File: config.mk
export PLATFORM = sky130hd
export DESIGN_NAME = drift_corrected_uptime_clock
export DESIGN_NICKNAME = d
export VERILOG_FILES = /design/src/design/dcuc_pkg.sv /design/src/design/drift_corrected_uptime_clock.sv
export SDC_FILE = /design/constraint.sdc
export NUM_CORES = 1
export LEC_CHECK = 0
export BUFFER_PORTS_ARGS = -buffer_cell sky130_fd_sc_hd__clkbuf_2
export CAP_MARGIN = 20
export CORE_ASPECT_RATIO = 0.75
export CORE_MARGIN = 2
export CORE_UTILIZATION = 63
export DETAILED_ROUTE_END_ITERATION = 8
export PLACE_DENSITY = 0.83
export SLEW_MARGIN = 20
export SYNTH_ARGS = -nofsm -noshare
export SYNTH_HDL_FRONTEND = slang
export SYNTH_SLANG_ARGS = --single-unit
export TNS_END_PERCENT = 20
File: constraint.sdc
create_clock -name clk -period 16.43 [get_ports clk]
set_input_delay 2.4645 -clock clk [delete_from_list [all_inputs] [get_ports clk]]
set_output_delay 2.4645 -clock clk [all_outputs]
set_load 0.05 [all_outputs]
File: src/design/dcuc_pkg.sv
// shared constants and types for the drift-corrected uptime clock
package dcuc_pkg;

	localparam int unsigned SEC_W  = 32;
	localparam int unsigned USEC_W = 20;
	localparam int unsigned MS_W   = 32;

	localparam logic [USEC_W-1:0] USEC_PER_SEC   = 20'd1000000;
	localparam logic [USEC_W-1:0] USEC_MAX       = 20'd999999;
	localparam logic [USEC_W-1:0] WINDOW_DEFAULT = 20'd800000;

	// x / 1000 == (x * RECIP_1000) >> RECIP_SHIFT for every 20-bit x
	localparam int unsigned       RECIP_SHIFT = 40;
	localparam logic [30:0]       RECIP_1000  = 31'd1099511628;
	localparam logic [9:0]        MS_PER_SEC  = 10'd1000;

	// stream word widths, padded to whole bytes
	localparam int unsigned IN_DATA_W  = 56;
	localparam int unsigned OUT_DATA_W = 88;

	// config port
	localparam int unsigned ADDR_W = 3;
	localparam logic [0:0]  REG_FORWARD_WINDOW = 1'b0;

	typedef enum logic [1:0] {
		DRIFT_NONE     = 2'd0,
		DRIFT_FORWARD  = 2'd1,
		DRIFT_BACKWARD = 2'd2
	} drift_t;

	// saturate a microsecond value to the valid range
	function automatic logic [USEC_W-1:0] clamp_usec(input logic [USEC_W-1:0] v);
		clamp_usec = (v > USEC_MAX) ? USEC_MAX : v;
	endfunction

endpackage

File: src/design/drift_corrected_uptime_clock.sv
// top level: drift-corrected elapsed time from raw clock sample words
// an accepted word passes stage 1 and stage 2 to its result word on the output register
// throughput: one word per cycle unless the output stalls; the elapsed-time update from the previous
// word closes on acceptance, the millisecond multiply and reciprocal divide take the two stages behind it
// reset: arst_n asynchronously clears the start flag, previous sample, running elapsed time
// and all stage valids, and sets the forward window to 800000 us
module drift_corrected_uptime_clock (
	input  logic                               clk,
	input  logic                               arst_n,
	// apb config port
	input  logic                               psel,
	input  logic                               penable,
	input  logic                               pwrite,
	input  logic [dcuc_pkg::ADDR_W-1:0]        paddr,
	input  logic [31:0]                        pwdata,
	output logic [31:0]                        prdata,
	output logic                               pready,
	// input stream
	input  logic                               s_tvalid,
	output logic                               s_tready,
	// [31:0] sample_sec, [51:32] sample_usec, [55:52] zero
	input  logic [dcuc_pkg::IN_DATA_W-1:0]     s_tdata,
	// output stream
	output logic                               m_tvalid,
	input  logic                               m_tready,
	// [31:0] elapsed_sec, [51:32] elapsed_usec, [83:52] elapsed_ms,
	// [85:84] drift_seen, [87:86] zero
	output logic [dcuc_pkg::OUT_DATA_W-1:0]    m_tdata
);
	import dcuc_pkg::*;

	logic              [USEC_W-1:0] window_q;
	logic                           started_q;
	logic              [SEC_W-1:0]  last_sec_q;
	logic              [USEC_W-1:0] last_usec_q;
	logic              [SEC_W-1:0]  el_sec_q;
	logic              [USEC_W-1:0] el_usec_q;

	logic                           in_acc;
	logic              [SEC_W-1:0]  in_sec;
	logic              [USEC_W-1:0] in_usec;
	logic signed       [USEC_W:0]   du_raw;
	logic              [USEC_W-1:0] d_usec;
	logic                           d_borrow;
	logic              [SEC_W:0]    d_sec;
	logic                           is_back;
	logic                           is_fwd;
	drift_t                         drift;
	logic              [SEC_W-1:0]  add_sec;
	logic              [USEC_W-1:0] add_usec;
	logic              [USEC_W:0]   su_raw;
	logic                           su_carry;
	logic              [USEC_W-1:0] nx_usec;
	logic              [SEC_W-1:0]  nx_sec;

	logic                           v_s1, v_s2, v_q;
	logic                           rdy_s1, rdy_s2, rdy_q;
	logic              [SEC_W-1:0]  sec_s1, sec_s2;
	logic              [USEC_W-1:0] usec_s1, usec_s2;
	drift_t                         drift_s1, drift_s2;
	logic              [MS_W-1:0]   msb_s2;
	logic              [9:0]        msq_s2;
	logic              [50:0]       recip_prod;
	logic              [41:0]       sec_prod;
	logic              [SEC_W-1:0]  out_sec_q;
	logic              [USEC_W-1:0] out_usec_q;
	logic              [MS_W-1:0]   out_ms_q;
	drift_t                         out_drift_q;

	// config register write and read-back
	assign pready = 1'b1;
	assign prdata = (paddr[2] == REG_FORWARD_WINDOW) ? {12'd0, window_q} : 32'd0;

	always_ff @(posedge clk or negedge arst_n) begin
		if (!arst_n) begin
			window_q <= WINDOW_DEFAULT;
		end else if (psel && penable && pwrite && pready && paddr[2] == REG_FORWARD_WINDOW) begin
			window_q <= clamp_usec(pwdata[USEC_W-1:0]);
		end
	end

	// stage handshakes: each stage moves when the one behind it has room
	assign rdy_q    = !v_q || m_tready;
	assign rdy_s2   = !v_s2 || rdy_q;
	assign rdy_s1   = !v_s1 || rdy_s2;
	assign s_tready = rdy_s1;
	assign in_acc   = s_tvalid && s_tready;

	assign in_sec  = s_tdata[SEC_W-1:0];
	assign in_usec = clamp_usec(s_tdata[SEC_W+USEC_W-1:SEC_W]);

	// step since the previous sample, as seconds and microseconds
	always_comb begin
		du_raw   = $signed({1'b0, in_usec}) - $signed({1'b0, last_usec_q});
		d_borrow = du_raw[USEC_W];
		d_usec   = d_borrow ? USEC_W'(du_raw[USEC_W-1:0] + USEC_PER_SEC)
		                    : du_raw[USEC_W-1:0];
		d_sec    = {1'b0, in_sec} - {1'b0, last_sec_q} - {{SEC_W{1'b0}}, d_borrow};
		is_back  = d_sec[SEC_W];
		is_fwd   = !is_back && (d_sec[SEC_W-1:0] != '0 || d_usec > window_q);
	end

	// elapsed time advances by the step, by the window on a forward jump, not at all backward
	always_comb begin
		priority if (is_back) begin
			drift    = DRIFT_BACKWARD;
			add_sec  = '0;
			add_usec = '0;
		end else if (is_fwd) begin
			drift    = DRIFT_FORWARD;
			add_sec  = '0;
			add_usec = window_q;
		end else begin
			drift    = DRIFT_NONE;
			add_sec  = d_sec[SEC_W-1:0];
			add_usec = d_usec;
		end
		su_raw   = {1'b0, el_usec_q} + {1'b0, add_usec};
		su_carry = su_raw >= {1'b0, USEC_PER_SEC};
		nx_usec  = su_carry ? USEC_W'(su_raw - {1'b0, USEC_PER_SEC}) : su_raw[USEC_W-1:0];
		nx_sec   = el_sec_q + add_sec + {{(SEC_W-1){1'b0}}, su_carry};
	end

	// running state, updated on every accepted word
	always_ff @(posedge clk or negedge arst_n) begin
		if (!arst_n) begin
			started_q   <= 1'b0;
			last_sec_q  <= '0;
			last_usec_q <= '0;
			el_sec_q    <= '0;
			el_usec_q   <= '0;
		end else if (in_acc) begin
			started_q   <= 1'b1;
			last_sec_q  <= in_sec;
			last_usec_q <= in_usec;
			el_sec_q    <= started_q ? nx_sec : '0;
			el_usec_q   <= started_q ? nx_usec : '0;
		end
	end

	// stage 1: elapsed time and drift of the accepted word
	always_ff @(posedge clk or negedge arst_n) begin
		if (!arst_n) begin
			v_s1 <= 1'b0;
		end else if (rdy_s1) begin
			v_s1 <= in_acc;
		end
	end

	always_ff @(posedge clk) begin
		if (in_acc) begin
			sec_s1   <= started_q ? nx_sec : '0;
			usec_s1  <= started_q ? nx_usec : '0;
			drift_s1 <= started_q ? drift : DRIFT_NONE;
		end
	end

	// stage 2: seconds times 1000 and microseconds over 1000
	assign sec_prod   = 42'(sec_s1) * 42'(MS_PER_SEC);
	assign recip_prod = 51'(usec_s1) * 51'(RECIP_1000);

	always_ff @(posedge clk or negedge arst_n) begin
		if (!arst_n) begin
			v_s2 <= 1'b0;
		end else if (rdy_s2) begin
			v_s2 <= v_s1;
		end
	end

	always_ff @(posedge clk) begin
		if (rdy_s2 && v_s1) begin
			sec_s2   <= sec_s1;
			usec_s2  <= usec_s1;
			drift_s2 <= drift_s1;
			msb_s2   <= sec_prod[MS_W-1:0];
			msq_s2   <= recip_prod[RECIP_SHIFT+9:RECIP_SHIFT];
		end
	end

	// output register
	always_ff @(posedge clk or negedge arst_n) begin
		if (!arst_n) begin
			v_q <= 1'b0;
		end else if (rdy_q) begin
			v_q <= v_s2;
		end
	end

	always_ff @(posedge clk) begin
		if (rdy_q && v_s2) begin
			out_sec_q   <= sec_s2;
			out_usec_q  <= usec_s2;
			out_ms_q    <= msb_s2 + {{(MS_W-10){1'b0}}, msq_s2};
			out_drift_q <= drift_s2;
		end
	end

	assign m_tvalid = v_q;
	assign m_tdata  = {2'b00, out_drift_q, out_ms_q, out_usec_q, out_sec_q};

endmodule

; ---- Word-level counts from Yosys, hierarchy flattened
; Cells that the tools add are included.
[op_classes]
add_sub_neg = 9
multipliers = 2
magnitude_cmp = 4
muxes = 13
bitwise = 2
reduce_logical = 17
[ops]
columns = operator, count
row1 = 20-bit two-way mux, 8
row2 = 32-bit two-way mux, 3
row3 = 20-bit by 29-bit multiplier with 48-bit output (second input constant), 1
row4 = 20-bit greater-than comparator (second input constant), 2
row5 = 32-bit by 32-bit subtractor with 33-bit output, 1
row6 = 33-bit by 1-bit subtractor with 33-bit output, 1
row7 = 32-bit by 1-bit adder with 32-bit output, 1
row8 = 32-bit by 10-bit adder with 32-bit output, 1
row9 = 32-bit adder, 1
row10 = 32-bit by 7-bit multiplier with 29-bit output (second input constant), 1
row11 = 32-bit nonzero test, 1
row12 = 20-bit by 20-bit adder with 21-bit output, 1
row13 = 21-bit by 20-bit >= comparator with 1-bit output (second input constant), 1
row14 = 20-bit by 20-bit subtractor with 21-bit output, 1
row15 = 20-bit adder (second input constant), 1
row16 = 20-bit greater-than comparator, 1
row17 = 20-bit subtractor (second input constant), 1
row18 = 1-bit logical AND, 7
row19 = 1-bit zero test, 4
row20 = 1-bit logical OR, 4
row21 = 2-bit two-way mux, 1
row22 = 1-bit inverter, 2
row23 = 2-bit OR reduction, 1
row24 = 1-bit two-way mux, 1
[word_totals]
regBits = 361
in_bits = 98
out_inout_bits = 123
elab_cells = 69

; ---- Logic depth before layout (Yosys ltp)
[depth]
ltp_word = 14
ltp_mapped = 58
ltp_nobuf = 55

; ---- Least setup slack after synthesis
; Ideal clock, no wire load.
[synth_path]
path_kind = input to register
from = input s_tdata[43] (netlist bit)
to = register sec_s1[29], data pin
setup_time_ns = 0.255
t_arrival_ns = 15.470
required_ns = 16.175
setup_slack_ns = 0.705
cell_stages = 54
path_buffers = 4
path_cell_list = nor4_1 -> nand2_1 -> a21oi_1 -> or2_2 -> clkbuf_1 -> and2_1 -> ha_1 -> clkbuf_1 -> a21o_1 -> a21o_1 -> a21oi_1 -> o21ai_0 -> nand4_1 -> a32oi_1 -> clkinv_1 -> fa_1 -> inv_1 -> ha_1 -> (+18 left out) -> o41a_1 -> o311a_1 -> or3_1 -> a2111o_1 -> a31oi_4 -> inv_1 -> buf_2 -> fa_1 -> a211oi_1 -> o21ai_0 -> a21oi_1 -> nor4b_1 -> o21ai_0 -> o21ai_0 -> o41ai_1 -> o21ai_0 -> xor2_1 -> and2_1
[synth_between]
elab_chain_len = 14
elab_cells_between_ends = 20
cone_classes = 6 x add/sub / 3 x order compare / 7 x mux / 4 x reduce/logical
[synth_rtl]
columns = element, line_no
row1 = "start, declared", drift_corrected_uptime_clock.sv:22  ; input logic [dcuc_pkg::IN_DATA_W-1:0] s_tdata,
row2 = 20-bit greater-than comparator (*), dcuc_pkg.sv:33  ; clamp_usec = (v > USEC_MAX) ? USEC_MAX : v;
row3 = 20-bit two-way mux (*), dcuc_pkg.sv:33
row4 = named net in_usec[13], drift_corrected_uptime_clock.sv:41  ; logic [USEC_W-1:0] in_usec;
row5 = 20-bit by 20-bit subtractor with 21-bit output (*), drift_corrected_uptime_clock.sv:94  ; du_raw = $signed({1'b0, in_usec}) - $signed({1'b0, last_usec_q});
row6 = 20-bit adder, drift_corrected_uptime_clock.sv:96  ; d_usec = d_borrow ? USEC_W'(du_raw[USEC_W-1:0] + USEC_PER_SEC)
row7 = 20-bit two-way mux, drift_corrected_uptime_clock.sv:96
row8 = 20-bit greater-than comparator, drift_corrected_uptime_clock.sv:100  ; is_fwd = !is_back && (d_sec[SEC_W-1:0] != '0 || d_usec > window_q);
row9 = 1-bit logical OR, drift_corrected_uptime_clock.sv:100
row10 = 1-bit logical AND, drift_corrected_uptime_clock.sv:100
row11 = 20-bit two-way mux, drift_corrected_uptime_clock.sv:109  ; end else if (is_fwd) begin
row12 = 20-bit two-way mux, drift_corrected_uptime_clock.sv:105  ; priority if (is_back) begin
row13 = 20-bit by 20-bit adder with 21-bit output, drift_corrected_uptime_clock.sv:118  ; su_raw = {1'b0, el_usec_q} + {1'b0, add_usec};
row14 = 21-bit by 20-bit >= comparator with 1-bit output, drift_corrected_uptime_clock.sv:119  ; su_carry = su_raw >= {1'b0, USEC_PER_SEC};
row15 = 32-bit by 1-bit adder with 32-bit output (*), drift_corrected_uptime_clock.sv:121  ; nx_sec = el_sec_q + add_sec + {{(SEC_W-1){1'b0}}, su_carry};
row16 = 32-bit two-way mux (*), n/a
row17 = "end signal, assigned", drift_corrected_uptime_clock.sv:152  ; sec_s1 <= started_q ? nx_sec : '0;
row18 = "end, declared", drift_corrected_uptime_clock.sv:58  ; logic [SEC_W-1:0] sec_s1, sec_s2;
; The timed path passes the listed nets; every way through them passes the cells marked *.
; A chain may end at the register's enable or synchronous reset.

; ---- Worst setup path after layout
[layout_path]
from = input s_tdata[40] (netlist bit)
to = register sec_s1[24], data pin
; The elaborated chain is that of the path after synthesis.

==> impl_metrics.toml <==
[floorplanning]
io_pins = 221
die_x_um = 268
die_area_um2 = 54200
core_um2 = 51600
initial_core_util_pct = 63.8
rows = 72
die-height_um = 202

[place]
dpl.hpwl_mm = 58.9
place_ws_ns = 0.0843
gp_congestion = 0.935
port_buffers = 187

[route]
wire_per_inst_um = 18.2
vias_per_cell = 5.91
wirelength_mm = 75.4
vias = 24400
first_pass_iters = 7
drt_iter0_markers = 2365
drc_errors = 0
ant_nets = 0

[layout]
drive_above_1_share_pct = 10.3
diodes = 0
syn2layout_area_growth_pct = 9.19
fillers = 3697
final_nets = 4210

[worst_hold_path]
min_from = "sec_s2[29]"
hp-class = "flip-flop to flip-flop"

[global_route]
grt_pass1_wl_mm = 124
grt_pass1_vias = 24000
grt-ovfl-total = 0
antenna_found_initial = 0
grt_start_max_net_pins = 91
track_usage_pct = 28.6

[logic_synthesis]
ys_seq_elements = 359
synth_cells = 3205
syn-mean-instance-area_um2 = 10.3
yosysWarnings = 0
synth_flop_cell = "edfxtp_1"
ys_seq_area_share_pct = 30.8
async_flop_share_pct = 35.7
synth_cell_type_count = 94
syn_area_um2 = 33000
synth-edff-count = 231

[timing]
worst_slack_ns = 0.812
finalSetupViolCount = 0
finalSetupTns_ns = 0
grt_setup_unrepaired = "false"
fin_crit_sh_pct = 95.1
fmax_mhz = 64.0
slew_viol_final = 0
fin_skew_ns = 0.0170
hold_viol = 0
tightest_slew_ns = 1.00
fin_crit_ns = 15.62
slew_headroom_pct = 33.3

[critical_path]
slowest_stage = "or4_4"
critPathMaxFanout = 13
crit_path_frequent_cell = "fa_1"
endpoint_kind = "flip-flop"
slowest_delay_ns = 0.63
critPathBufInv = 5
worstPathArrival_ns = 15.93
crit_type = "input port to flip-flop"
worstPathRequired_ns = 16.74
path_delay_family = "compound AO/OA/AOI/OAI gates"
cp-startpoint = "s_tdata[40]"
crit_path_start_kind = "input port"
r2r_start = "last_usec_q[0]"

[clocking]
post_cts_resized = 0
cts.path.max_buffers = 3
numCtsBuffers = 37
cts_tree = "done"
cts_setup_buffers = 0
cts_sinks = 359
h-tree-depth = 2
cts_hold_buf = 0
cts.clk_slew.worst_paths_ns = 0.06
cts_root_buffer = "clkbuf_16"
insertion_delay_ns = 0.57

[outcome]
status = "finished, final reports clean"

[run]
maxCapViolCount = 0
## cell type report
| type | instances | area, um2 | share of cell area, % |
|---|---|---|---|
| Clock buffer | 42 | 945 | 2.63 |
| Clock inverter | 26 | 307 | 0.852 |
| Inverter | 458 | 1720 | 4.78 |
| Multi-Input combinational cell | 2338 | 20900 | 58.0 |
| Sequential cell | 359 | 10100 | 28.2 |
| Tap cell | 703 | 880 | 2.44 |
| Timing Repair Buffer | 211 | 1120 | 3.12 |
## worst reg2reg max path, delay by kind of cell, from the launching register on
kind	cells	cell delay [ns]
AO/OA/AOI/OAI	20	5.68
XOR/XNOR	2	0.36
adder cells (fa/ha/maj)	9	3.03
buffers and inverters	4	0.38
flip-flops	1	0.39
AND/OR/NAND/NOR	13	3.24
## through the flow
| stage | utilization (%) | instances | hold WS, ns | cell area (um2) |
|---|---|---|---|---|
| floorplan | - | 3250 | 0.400 | 33100 |
| global placement | 67.2 | 4069 | 0.401 | 34700 |
| detailed placement | 67.2 | 4069 | 0.405 | 34700 |
| CTS | 69.7 | 4137 | 0.419 | 36000 |
| global route | 69.7 | 4137 | 0.421 | 36000 |
| finish | 69.7 | 4137 | 0.418 | 36000 |
## final timing paths
path,end,slack (ns),cells past startpoint
min reg2reg,out_sec_q[29],0.42,0
max in group asynchronous,el_sec_q[16],13.16,2
min in group asynchronous,last_sec_q[8],1.88,1
max,sec_s1[24],0.81,53
max reg2reg,sec_s1[24],3.11,48
min,out_sec_q[29],0.42,0
## synth_stat cells (40+ instances only)
| master | number | area [um2] |
|---|---|---|
| nand2_1 | 195 | 732 |
| dfrtp_1 | 122 | 3050 |
| nand4_1 | 47 | 294 |
| xor2_1 | 48 | 420 |
| fa_1 | 262 | 5250 |
| nor3_1 | 44 | 220 |
| clkbuf_1 | 67 | 251 |
| ha_1 | 445 | 5570 |
| nand3_1 | 52 | 260 |
| inv_1 | 455 | 1710 |
| xnor2_1 | 100 | 876 |
| nor2_1 | 166 | 623 |
| a21o_1 | 59 | 443 |
| edfxtp_1 | 231 | 6940 |
| a21oi_1 | 167 | 836 |
| and2_1 | 40 | 250 |
| o21ai_0 | 159 | 796 |
## per-layer routing
layer  GRT usage, %  wire (um)  up-vias
met1           44.0      34600    11700
li1               -          -    11600
met2           42.7      32900      999
met3           4.35       6400      108
met4           6.58       1500        0
met5              0          0        -
## cells by family after synthesis
logic type | Yosys count | share of synthesized area [%]
simple gates | 732 | 11.2
fa+ha+maj | 707 | 32.8
compound gates | 661 | 13.3
buf+inv | 553 | 6.53
flops | 359 | 30.8
xor+xnor | 148 | 3.93
mux | 43 | 1.43
other cells | 2 | 0.0228
## flip-flops by register name, summed over array words and instances, names as in the netlist, 10 cells and up
register,cells
el_sec_q,32
el_usec_q,20
last_sec_q,32
last_usec_q,20
msb_s2,27
msq_s2,10
out_ms_q,32
out_sec_q,32
out_usec_q,20
sec_s1,32
sec_s2,32
usec_s1,20
usec_s2,20
window_q,20
## cell usage in the layout (no fill, tap or decap), drive strengths merged, types with 9 or more instances in the layout
master	count
a31oi	24
or2	15
o21a	29
and3	28
nand2	195
o21bai	17
nand4	47
clkbuf	228
conb	47
o31ai	23
ha	445
fa	262
or3	21
inv	458
nor3b	9
o41ai	20
a21o	60
o211ai	16
nand3	52
and2	40
buf	25
xor2	48
nor4	14
nor2b	27
o21ai	161
a2111oi	10
a211oi	27
edfxtp	231
xnor2	100
a21oi	167
nor3	44
nand2b	32
dfrtp	122
mux2	32
mux2i	11
clkinv	16
nor2	166
Power is not shown: default switching activity piles up to over one toggle a cycle in this logic, so the estimate is an artifact.
